File: config.mk
export PLATFORM = sky130hd
export DESIGN_NAME = extended_gcd_bezout_unit
export DESIGN_NICKNAME = d
export VERILOG_FILES = /design/src/egb_pkg.sv /design/src/extended_gcd_bezout_unit.sv
export SDC_FILE = /design/constraint.sdc
export NUM_CORES = 1
export LEC_CHECK = 0
export ABC_AREA = 1
export CAP_MARGIN = 25
export CORE_MARGIN = 2
export CORE_UTILIZATION = 59
export CTS_CLUSTER_DIAMETER = 50
export DETAILED_ROUTE_END_ITERATION = 7
export DONT_BUFFER_PORTS = 1
export PLACE_DENSITY = 0.86
export SLEW_MARGIN = 20
export SYNTH_ARGS = -nofsm -noshare
export SYNTH_HDL_FRONTEND = slang
export SYNTH_SLANG_ARGS = --single-unit
File: constraint.sdc
create_clock -name clk -period 17.7 [get_ports clk]
set_clock_uncertainty 0.05 [all_clocks]
set_input_delay 1.77 -clock clk [delete_from_list [all_inputs] [get_ports clk]]
set_output_delay 1.77 -clock clk [all_outputs]
set_load 0.01 [all_outputs]
File: src/egb_pkg.sv
`default_nettype none

package egb_pkg;

  localparam int OPERAND_BITS_DEFAULT = 31;
  localparam int DIVISOR_BITS = 31;
  localparam int COEF_BITS = 32;
  localparam int PC_BITS = 3;

  typedef logic [PC_BITS-1:0] pc_t;

  typedef enum logic [2:0] {
    OP_NONE,
    OP_LOAD,
    OP_DIV_INIT,
    OP_DIV_STEP,
    OP_UPDATE,
    OP_EMIT
  } op_t;

  typedef enum logic [2:0] {
    COND_NEVER,
    COND_ALWAYS,
    COND_NO_INPUT,
    COND_REM_ZERO,
    COND_COUNT_NZ,
    COND_OUT_BUSY
  } cond_t;

  typedef struct packed {
    op_t   op;
    cond_t cond;
    pc_t   target;
  } ucode_t;

  localparam pc_t STEP_IDLE     = 3'd0;
  localparam pc_t STEP_TEST     = 3'd1;
  localparam pc_t STEP_DIV_INIT = 3'd2;
  localparam pc_t STEP_DIV_STEP = 3'd3;
  localparam pc_t STEP_UPDATE   = 3'd4;
  localparam pc_t STEP_WAIT_OUT = 3'd5;
  localparam pc_t STEP_EMIT     = 3'd6;

  // A step whose condition holds jumps to its target, otherwise it falls through.
  function automatic ucode_t ucode_rom(input pc_t pc);
    ucode_t w;
    unique case (pc)
      STEP_IDLE:     w = '{op: OP_LOAD,     cond: COND_NO_INPUT, target: STEP_IDLE};
      STEP_TEST:     w = '{op: OP_NONE,     cond: COND_REM_ZERO, target: STEP_WAIT_OUT};
      STEP_DIV_INIT: w = '{op: OP_DIV_INIT, cond: COND_NEVER,    target: STEP_IDLE};
      STEP_DIV_STEP: w = '{op: OP_DIV_STEP, cond: COND_COUNT_NZ, target: STEP_DIV_STEP};
      STEP_UPDATE:   w = '{op: OP_UPDATE,   cond: COND_ALWAYS,   target: STEP_TEST};
      STEP_WAIT_OUT: w = '{op: OP_NONE,     cond: COND_OUT_BUSY, target: STEP_WAIT_OUT};
      STEP_EMIT:     w = '{op: OP_EMIT,     cond: COND_ALWAYS,   target: STEP_IDLE};
      default:       w = '{op: OP_NONE,     cond: COND_ALWAYS,   target: STEP_IDLE};
    endcase
    return w;
  endfunction

endpackage

`default_nettype wire

File: src/extended_gcd_bezout_unit.sv
// Extended Euclidean unit: returns gcd(a, b) and Bezout coefficients x, y
// with a*x + b*y = gcd.
// Input channel: in_valid, in_stall, first_operand, second_operand. A transfer
// takes place when in_valid is high and in_stall is low; in_stall is low only
// while the unit is idle, so one pair is worked on at a time.
// Output channel: out_valid, out_stall, divisor, coef_first, coef_second. The
// result sits in an output register and holds while out_stall is high; a new
// pair may be taken in meanwhile.
// Each Euclid division step runs a radix-2 restoring divider on the one shared
// datapath, with the quotient times coefficient products formed bit by bit
// alongside. The next pair can be taken in the cycle after the result is loaded.
// If out_stall still holds the previous result, the unit waits for its
// transfer before loading the new one.
// Reset returns the sequencer to its idle step and clears out_valid.
`default_nettype none

module extended_gcd_bezout_unit import egb_pkg::*; #(
  parameter int OPERAND_BITS = OPERAND_BITS_DEFAULT
) (
  input  wire logic                          clk,
  input  wire logic                          rst,
  input  wire logic                          in_valid,
  output logic                               in_stall,
  input  wire logic [OPERAND_BITS-1:0]       first_operand,
  input  wire logic [OPERAND_BITS-1:0]       second_operand,
  output logic                               out_valid,
  input  wire logic                          out_stall,
  output logic [DIVISOR_BITS-1:0]            divisor,
  output logic signed [COEF_BITS-1:0]        coef_first,
  output logic signed [COEF_BITS-1:0]        coef_second
);

  localparam int COUNT_BITS = $clog2(OPERAND_BITS);

  pc_t                     pc;
  pc_t                     pc_next;
  ucode_t                  uc;
  logic                    cond_hit;

  logic [OPERAND_BITS-1:0] r_prev;
  logic [OPERAND_BITS-1:0] r_cur;
  logic [OPERAND_BITS-1:0] rem;
  logic [OPERAND_BITS-1:0] quo;
  logic [COEF_BITS-1:0]    s_prev;
  logic [COEF_BITS-1:0]    s_cur;
  logic [COEF_BITS-1:0]    t_prev;
  logic [COEF_BITS-1:0]    t_cur;
  logic [COEF_BITS-1:0]    ps;
  logic [COEF_BITS-1:0]    pt;
  logic [COUNT_BITS-1:0]   count;

  logic [OPERAND_BITS:0]   trial;
  logic [OPERAND_BITS:0]   diff;
  logic                    fits;
  logic [OPERAND_BITS-1:0] rem_next;
  logic [COEF_BITS-1:0]    ps_next;
  logic [COEF_BITS-1:0]    pt_next;

  assign uc = ucode_rom(pc);

  always_comb begin
    case (uc.cond)
      COND_NEVER:    cond_hit = 1'b0;
      COND_ALWAYS:   cond_hit = 1'b1;
      COND_NO_INPUT: cond_hit = !in_valid;
      COND_REM_ZERO: cond_hit = (r_cur == '0);
      COND_COUNT_NZ: cond_hit = (count != '0);
      COND_OUT_BUSY: cond_hit = out_valid && out_stall;
      default:       cond_hit = 1'b1;
    endcase
    pc_next = cond_hit ? uc.target : pc + pc_t'(1);
  end

  assign in_stall = (pc != STEP_IDLE);

  // One restoring division step: shift in the next dividend bit and try to subtract.
  always_comb begin
    trial    = {rem, quo[OPERAND_BITS-1]};
    diff     = trial - {1'b0, r_cur};
    fits     = (trial >= {1'b0, r_cur});
    rem_next = fits ? diff[OPERAND_BITS-1:0] : trial[OPERAND_BITS-1:0];
    ps_next  = {ps[COEF_BITS-2:0], 1'b0} + (fits ? s_cur : '0);
    pt_next  = {pt[COEF_BITS-2:0], 1'b0} + (fits ? t_cur : '0);
  end

  always_ff @(posedge clk) begin
    if (rst) begin
      pc        <= STEP_IDLE;
      out_valid <= 1'b0;
    end else begin
      pc <= pc_next;
      if (uc.op == OP_EMIT) begin
        out_valid <= 1'b1;
      end else if (!out_stall) begin
        out_valid <= 1'b0;
      end
    end
  end

  always_ff @(posedge clk) begin
    unique case (uc.op)
      OP_LOAD: begin
        if (!cond_hit) begin
          r_prev <= first_operand;
          r_cur  <= second_operand;
          s_prev <= COEF_BITS'(1);
          s_cur  <= '0;
          t_prev <= '0;
          t_cur  <= COEF_BITS'(1);
        end
      end
      OP_DIV_INIT: begin
        rem   <= '0;
        quo   <= r_prev;
        ps    <= '0;
        pt    <= '0;
        count <= COUNT_BITS'(OPERAND_BITS - 1);
      end
      OP_DIV_STEP: begin
        rem   <= rem_next;
        quo   <= {quo[OPERAND_BITS-2:0], fits};
        ps    <= ps_next;
        pt    <= pt_next;
        count <= count - COUNT_BITS'(1);
      end
      OP_UPDATE: begin
        r_prev <= r_cur;
        r_cur  <= rem;
        s_prev <= s_cur;
        s_cur  <= s_prev - ps;
        t_prev <= t_cur;
        t_cur  <= t_prev - pt;
      end
      OP_EMIT: begin
        divisor     <= DIVISOR_BITS'(r_prev);
        coef_first  <= s_prev;
        coef_second <= t_prev;
      end
      default: begin
      end
    endcase
  end

endmodule

`default_nettype wire

==> results.tsv, run 1 <==
metric	value	unit
count of yosys warnings during synthesis	0	
TritonCTS clock tree	done	
DRT Wirelength	69600	um
most instantiated cells after synthesis	nand2_1 (653), edfxtp_1 (416), nor2_1 (391)	
ys flop type	edfxtp_1	
peak supply drop	0.139	mV
P_leak	11.6	nW
port bufs	0	
RSZ-0062 raised after global routing	false	
H-tree depth	2	
synthesis-to-layout area growth	9.24	%
max_cap viols	0	
placed inst area	25500	um^2
Die Width	210	um
Clock Tree Root	clkbuf_16	
Slowest cell on crit path	nand2_2	
Rel. slew slack	0.327	
initial antenna violation count	0	
Critical Path Most Common Cell	nand2_1	
largest net degree at the start of global routing	82	
area share of the largest cell type after synthesis	0.500	
number of synthesized flops with an enable pin	416	
largest fanout on the critical path	61	
outcome	complete, no violations	
Final Max Tran Viols	0	
Synth cell types	38	
Post-CTS Resized	0	
fmax	183	MHz
Final Cell Area	27300	um^2
top cells by area, synth	edfxtp_1 (50%), nand2_1 (9.8%), ha_1 (8.0%), a21oi_1 (6.3%), nor2_1 (5.9%)	
CP Launch Type	flip-flop	
vias in the first global route	20067	
count leader, synth	nand2_1	
drt drc	0	
Setup TNS	0	ps
minimum clock period	5450	ps
DR pass1 iterations	6	
TritonCTS buffer count	51	
slew at the pin with the worst max-slew slack	1010	ps
detail-routed via count per cell	5.94	
# diodes	0	
ys async rst share	0	
first-pass GRT wire length	108000	um
Final Hold Viols	0	
Mean Syn Cell Area	8.56	um^2
cell accounting for the most synthesized area	edfxtp_1	
worst hold path type	flip-flop to flip-flop	
initial drt markers	2078	
row count	75	
clk_lat worst skew	600	ps
Die Y	210	um
clk slew on worst S/H paths	60	ps
kind of critical path	flip-flop to flip-flop	
global router's overall resource usage	0.315	
net count reported at finish	3157	
CTS Sinks	420	
register bit total from synthesis	420	
total gr overflow	0	
crit path DAT	5760	ps
Synthesized Nets	3148	
final worst setup slack	12250	ps
Vias	20845	
post-CTS setup buffers	0	
CP Capture Type	flip-flop	
Starting Density	0.597	
post-route antenna net violation count	0	
CTS max path bufs	3	
HPWL Detailed	51700	um
Synth Instances	2918	
max incr delay on CP	490	ps
RePlAce Congestion	0.981	
DIE AREA	44000	um^2
PwrDens	208	nW/um^2
CP required	18000	ps
final setup violation count	0	
core area	41900	um^2
layout cells sized above 1	0.0401	
post-synthesis sequential area ratio	0.503	
WL/cell	19.9	um
mapped cell area	25000	um^2
pre-CTS setup slack	12430	ps
Period Utilization, post-route	0.308	
# hold bufs at CTS	0	
io pins	163	
-- kinds of logic (layout without fill, tap and decap cells) --
| kind of cell | Yosys count | in the layout | share of synthesized area |
|---|---|---|---|
| AO/OA/AOI/OAI | 658 | 658 | 0.141 |
| XOR/XNOR | 28 | 28 | 0.00982 |
| adder cells (fa/ha/maj) | 164 | 164 | 0.0836 |
| buffers and inverters | 434 | 484 | 0.0689 |
| flip-flops | 420 | 420 | 0.503 |
| AND/OR/NAND/NOR | 1214 | 1214 | 0.193 |
-- per-layer routing --
metal  wire length [um]  global-route usage  vias up
li1                   -                   -     9901
met4               1860              0.0954        0
met3               5350              0.0455      135
met5                  0                   0        -
met2              31700               0.504      890
met1              30700               0.450     9919
-- sequential cells by signal, indices dropped and copies added (netlist names), 31 cells and up, named ones only --
| register | cells |
|---|---|
| coef_first | 32 |
| coef_second | 32 |
| ps | 32 |
| pt | 32 |
| s_cur | 32 |
| s_prev | 32 |
| t_cur | 32 |
| t_prev | 32 |
| divisor | 31 |
| quo | 31 |
| r_cur | 31 |
| r_prev | 31 |
| rem | 31 |
-- stage by stage --
stage,instances,util,power [mW],hold WS (ps)
floorplan,2918,-,3.88,376
global placement,3410,0.608,4.46,389
detailed placement,3411,0.609,4.52,387
CTS,3505,0.651,5.63,401
global route,3507,0.652,6.07,413
finish,3507,0.652,5.69,403
-- where the power goes --
part	internal (mW)	switching [mW]	total [mW]
logic	0.823	2.01	2.84
registers	1.59	0.180	1.77
clock network	0.630	0.451	1.08
-- worst max-delay path, delay by kind of cell, from the launching register on --
kind / cells / cell delay, ps
adders and majority gates: 4 / 1130
DFF: 1 / 420
buffers and inverters: 6 / 810
AOI/OAI and AO/OA: 2 / 590
and+or+nand+nor: 18 / 2130
-- area by class of cell --
class	count	area, um^2
fill	3393	14600
sequential	420	12600
multi-input combinational	2064	10700
inverter	375	1410
clock buffer	55	1330
tap	539	674
clock inverter	39	417
timing repair buffer	15	165
-- final timing paths --
path                       start                   end  slack (ps)  cells past startpoint
max           r_cur[0]$_DFFE_PP_  ps[17]$_SDFFCE_PN0P_       12250                     30
min          r_prev[4]$_DFFE_PP_  divisor[4]$_DFFE_PP_         400                      0
max reg2reg   r_cur[0]$_DFFE_PP_  ps[17]$_SDFFCE_PN0P_       12250                     30
min reg2reg  r_prev[4]$_DFFE_PP_  divisor[4]$_DFFE_PP_         400                      0
-- cells in the final DEF (no fill, tap or decap), types with 11 or more instances in the layout --
cell	netlist	layout
nand2_1	653	650
edfxtp_1	416	416
nor2_1	391	391
inv_1	371	370
a21oi_1	314	314
o21ai_0	244	243
ha_1	159	159
nand3_1	88	88
clkbuf_16	0	53
nor3_1	39	39
nand4_1	21	21
a21o_1	19	19
o21bai_1	19	19
o21a_1	19	19
xnor2_1	17	17
a31oi_1	17	17
a21boi_0	15	15
buf_4	7	12
xor2_1	11	11
Power figures use the tool's default switching activity.
==> inputs of run 2 (changes only) <==
CORE_UTILIZATION = 60   (was 59)
PLACE_DENSITY = 0.84   (was 0.86)
clock period = 5.31 ns   (was 17.7 ns; I/O delays follow)
==> run 2 against run 1 <==
Hold slack worse by 330 ps; register-to-register slack worse by 11000 ps; count of clock-buffer cells in the layout grew 6; maximum frequency up 21%; critical path depth is 2 lower; sequential power rose to 3.3 times the previous value; global-route usage rose by 0.51 points; first-iteration DRC count is 1.2% lower; non-clock buffer count grew 7; core utilization up 1.5 points; die area is 1.6% lower; wire length rose by 0.98%; largest cell class unchanged; largest power group unchanged.
==> results.tsv, run 2 (synthesis gave the netlist of run 1 again) <==
metric	value	unit
outcome	complete, no violations	
Slowest cell on crit path	edfxtp_1	
initial drt markers	2054	
P_leak	11.6	nW
Clock Tree Root	clkbuf_16	
Vias	20790	
net count reported at finish	3164	
Final Hold Viols	0	
DR pass1 iterations	6	
slew at the pin with the worst max-slew slack	929	ps
Die Y	208	um
# diodes	0	
worst hold path type	input port to flip-flop	
placed inst area	25600	um^2
RePlAce Congestion	1.02	
crit path DAT	4800	ps
Final Cell Area	27300	um^2
H-tree depth	2	
PwrDens	693	nW/um^2
RSZ-0062 raised after global routing	false	
most frequent cells in the layout	nand2_1 (649), edfxtp_1 (416), nor2_1 (391)	
CP required	5600	ps
io pins	163	
drt drc	0	
CTS Sinks	420	
clk_lat worst skew	590	ps
first-pass GRT wire length	110000	um
Period Utilization, post-route	0.850	
kind of critical path	flip-flop to flip-flop	
TritonCTS clock tree	done	
synthesis-to-layout area growth	9.34	%
Die Width	208	um
initial antenna violation count	0	
minimum clock period	4510	ps
CP Capture Type	flip-flop	
fmax	222	MHz
final hold slack	78.1	ps
vias in the first global route	20139	
largest fanout on the critical path	34	
post-route antenna net violation count	0	
CP Launch Type	flip-flop	
HPWL Detailed	52200	um
port bufs	0	
Critical Path Most Common Cell	nand2_1	
clk slew on worst S/H paths	60	ps
global router's overall resource usage	0.321	
leading cell type in the layout, fill and taps excluded	nand2_1	
TritonCTS buffer count	51	
max incr delay on CP	430	ps
Starting Density	0.610	
Final Util	0.667	
peak supply drop	0.409	mV
DIE AREA	43300	um^2
post-CTS setup buffers	0	
Rel. slew slack	0.381	
area of the multi-input gates	10700	um^2
fillcell total	3326	
largest net degree at the start of global routing	79	
DRT Wirelength	70300	um
max_cap viols	0	
Reg area	12600	um^2
final setup violation count	0	
core area	40900	um^2
layout cells sized above 1	0.0407	
row count	74	
total gr overflow	0	
Final Max Tran Viols	0	
detail-routed via count per cell	5.93	
WL/cell	20.1	um
CTS max path bufs	3	
==> run 2: cell types whose count changed in the layout (fill, tap and decap cells not counted), sizes merged <==
cell         delta
clkbuf          +6
inv             -2
buf             +6
clkinv          -5
dlygate4sd3     +1
bufinv          -1
clkinvlp        -2
==> run 2: layout make-up <==
type | instances | share of cell area
timing repair buffer | 22 | 0.00884
tap | 532 | 0.0244
multi-input combinational | 2064 | 0.393
sequential | 420 | 0.460
clock inverter | 29 | 0.0117
inverter | 375 | 0.0517
clock buffer | 61 | 0.0500
==> run 2: worst paths after layout <==
| path | start | to | slack (ps) | cells past startpoint |
|---|---|---|---|---|
| worst min-delay path | second_operand[13] | r_cur[13]$_DFFE_PP_ | 80 | 2 |
| worst min register to register | r_prev[20]$_DFFE_PP_ | divisor[20]$_DFFE_PP_ | 400 | 0 |
| worst max-delay path | r_cur[0]$_DFFE_PP_ | ps[17]$_SDFFCE_PN0P_ | 800 | 28 |
| worst max register to register | r_cur[0]$_DFFE_PP_ | ps[17]$_SDFFCE_PN0P_ | 800 | 28 |
==> run 2: worst max-delay path: cells and delay by family, from the launching register on <==
| kind | cells | cell delay [ps] |
|---|---|---|
| fa+ha+maj | 4 | 1150 |
| compound gates | 2 | 510 |
| simple gates | 18 | 1650 |
| flops | 1 | 430 |
| buf+inv | 4 | 470 |
==> run 2: metal layers <==
| metal | global-route usage | wire length, um | part of all wire | vias up |
|---|---|---|---|---|
| met5 | 0 | 0 | 0 | - |
| met4 | 0.0934 | 1770 | 0.025 | 0 |
| met3 | 0.0498 | 5980 | 0.085 | 123 |
| met2 | 0.512 | 32000 | 0.46 | 1008 |
| met1 | 0.456 | 30500 | 0.43 | 9734 |
| li1 | - | - | - | 9925 |
==> run 2: through the flow <==
step | instances | total power, mW | setup TNS, ps | worst slack [ps]
final | 3503 | 18.9 | 0 | 798
after global routing | 3503 | 20.2 | 0 | 186
after CTS | 3503 | 18.8 | 0 | 850
after detailed placement | 3412 | 15.2 | 0 | 918
after global placement | 3411 | 15.0 | 0 | 1010
after floorplan | 2918 | 12.4 | -50370 | -265
==> run 2: timing repair <==
item                      4_1_cts  5_1_grt
gates resized for setup         0        0
hold endpoints to repair        1        0
hold buffers                    1        0
==> run 2: power by group <==
group / switching, mW / internal (mW) / total, mW
clock network: 1.43 / 2.05 / 3.48
logic: 6.73 / 2.80 / 9.53
registers: 0.613 / 5.30 / 5.92
==> inputs of run 3 (changes only) <==
ABC_AREA = 0   (was 1)
clock period = 4.4 ns   (was 5.31 ns; I/O delays follow)
==> run 3 against run 2 <==
The flow now finishes with violations (setup timing); critical endpoint is now ps[31]$_SDFFCE_PN0P_; synthesized cell count shrank 21%; flip-flop and latch count is the same; synthesized area shrank 4.0%; highest routed layer unchanged.
==> results.tsv, run 3 <==
metric	value	unit
outcome	finished with violations	
failing checks	setup timing	
Mean Syn Cell Area	10.4	um^2
TritonCTS clock tree	done	
max_cap viols	0	
Slowest cell on crit path	edfxtp_1	
Clock Tree Root	clkbuf_16	
net count reported at finish	2880	
grt met1 use	0.385	
total gr overflow	0	
Period Utilization, post-route	1.13	
post-synthesis sequential area ratio	0.524	
CTS max path bufs	3	
DR pass1 iterations	6	
H-tree depth	2	
fillcell total	2452	
Vias	19832	
slew at the pin with the worst max-slew slack	1010	ps
GRT met2 Usage	0.507	
max incr delay on CP	410	ps
Final Max Tran Viols	0	
port bufs	0	
first-pass GRT wire length	99200	um
RSZ-0062 raised after global routing	true	
minimum clock period	4970	ps
initial antenna violation count	2	
reg2reg start	r_cur[9]$_DFFE_PP_	
drt drc	0	
row count	73	
Synthesized Nets	2542	
Die Width	204	um
clk slew on worst S/H paths	60	ps
FF-to-FF End	ps[31]$_SDFFCE_PN0P_	
count of yosys warnings during synthesis	0	
crit-path cells	inv_2, ha_4, a211o_1, a21oi_2, o21ai_2, a31oi_2, a21oi_2, o41ai_4, nand2_2, buf_12, and2_4, ha_4, fa_2, a211oi_2, o21ai_2, a211oi_2, nor4_2, nor3_2, o21bai_1, a311oi_1, xnor2_1, nor2_1	
global router's overall resource usage	0.300	
Starting Density	0.605	
ys flop type	edfxtp_1	
clk_lat worst skew	590	ps
number of synthesized flops with an enable pin	416	
CP Launch Type	flip-flop	
largest fanout on the critical path	5	
final worst setup slack	-569	ps
Synth cell types	68	
post-route antenna net violation count	0	
ys async rst share	0	
CTS Sinks	420	
crit path DAT	5260	ps
met3 GRT Util	0.0477	
largest net degree at the start of global routing	132	
Synth Instances	2312	
Die Y	204	um
top cells by area, synth	edfxtp_1 (52%), ha_1 (8.3%), nand2_1 (5.4%), a21oi_1 (2.9%), a21o_1 (2.6%)	
WL/cell	20.6	um
synthesis-to-layout area growth	25.0	%
fmax	201	MHz
R2R setup slack	-570	ps
count leader, synth	edfxtp_1	
leading cell type in the layout, fill and taps excluded	edfxtp_1	
layout cells sized above 1	0.209	
Final Hold Viols	0	
Hold Crit Endpoint	r_prev[7]$_DFFE_PP_	
RePlAce Congestion	0.940	
most instantiated cells after synthesis	edfxtp_1 (416), nand2_1 (346), nor2_1 (163)	
HPWL Detailed	42100	um
initial drt markers	1818	
register bit total from synthesis	420	
kind of critical path	flip-flop to flip-flop	
final setup violation count	43	
mapped cell area	24000	um^2
Worst Hold Depth	2	
DRT Wirelength	66200	um
final hold slack	9.79	ps
most frequent cells in the layout	edfxtp_1 (416), nand2_1 (339), buf_4 (312)	
worst hold path type	input port to flip-flop	
detail-routed via count per cell	6.17	
worst r2r path cells	22	
CP Capture Type	flip-flop	
area share of the largest cell type after synthesis	0.521	
cell accounting for the most synthesized area	edfxtp_1	
Setup TNS	-13200	ps
CP required	4690	ps
vias in the first global route	19518	
io pins	163	
core area	39600	um^2
DIE AREA	41600	um^2
hold wc startpoint	first_operand[7]	
GRT Max-Usage Layer	met2	
Rel. slew slack	0.326	
TritonCTS buffer count	50	
## run 3: changes by cell type after synthesis, sizes merged, moves of 49 or more
cell	before	now
a21o	19	84
o21ai	247	121
nand3	88	39
and2	3	78
nor2	392	163
a21oi	315	141
xnor2	17	68
clkbuf	24	83
inv	373	136
nand2	653	346
and3	2	75
## run 3: cell families after synthesis
family                   count (synthesis)  synth area share
flip-flops                             420             0.524
multiplexers                             9           0.00375
AO/OA/AOI/OAI                          530             0.142
XOR/XNOR                               112            0.0409
buffers and inverters                  227            0.0358
AND/OR/NAND/NOR                        850             0.167
adder cells (fa/ha/maj)                164            0.0871
## run 3: area by class of cell
cell class,count,area [um^2],share of cell area
diodes,3,7.51,0.000250
clock buffers,61,1360,0.0452
clock inverters,29,178,0.00593
inverters,136,510,0.0170
multi-input cells,1665,11600,0.385
flip-flops and latches,420,12600,0.419
well taps,525,657,0.0219
repair buffers,377,3150,0.105
## run 3: worst max-delay path: cells and delay by family, from the launching register on
kind	cells	cell delay [ps]
xor gates and xnor gates	1	160
DFF	1	410
adders and majority gates	3	720
and+or+nand+nor	5	730
AOI/OAI and AO/OA	11	2370
buffers and inverters	2	290
## run 3: how the worst max path moves through the flow
stage / start / endpoint / slack, ps / cells past startpoint
6_report: r_cur[9]$_DFFE_PP_ / ps[31]$_SDFFCE_PN0P_ / -570 / 22
5_1_grt: r_cur[9]$_DFFE_PP_ / ps[31]$_SDFFCE_PN0P_ / -740 / 22
4_1_cts: quo[30]$_DFFE_PP_ / ps[31]$_SDFFCE_PN0P_ / -370 / 23
3_5_place_dp: quo[30]$_DFFE_PP_ / ps[30]$_SDFFCE_PN0P_ / -700 / 21
3_3_place_gp: r_cur[9]$_DFFE_PP_ / ps[30]$_SDFFCE_PN0P_ / -580 / 20
2_1_floorplan: quo[30]$_DFFE_PP_ / ps[31]$_SDFFCE_PN0P_ / -520 / 24
## run 3: metal layers
metal,share of wire,up-vias
met1,0.40,9625
li1,-,9087
met5,0,-
met2,0.49,914
met4,0.038,0
met3,0.071,206
## run 3: metrics by stage
step           instance area (um^2)  instances  setup WS [ps]  utilization
2_1_floorplan                 24300       2312           -520            -
3_3_place_gp                  26900       3034           -582        0.678
3_5_place_dp                  26900       3034           -700        0.678
4_1_cts                       29200       3186           -373        0.737
5_1_grt                       30000       3215           -736        0.756
6_report                      30000       3216           -569        0.756
## run 3: what timing repair did
| action | 4_1_cts | 5_1_grt |
|---|---|---|
| cloned | 0 | 2 |
| setup endpoints to repair | 47 | 48 |
| hold buffers | 40 | 1 |
| buffers inserted | 22 | 27 |
| endpoints found under the hold margin | 42 | 1 |
| pin swaps | 24 | 68 |
| resized for setup | 52 | 106 |
Power of run 3 is not shown: default switching activity piles up to over one toggle a cycle in this logic, so the estimate is an artifact.
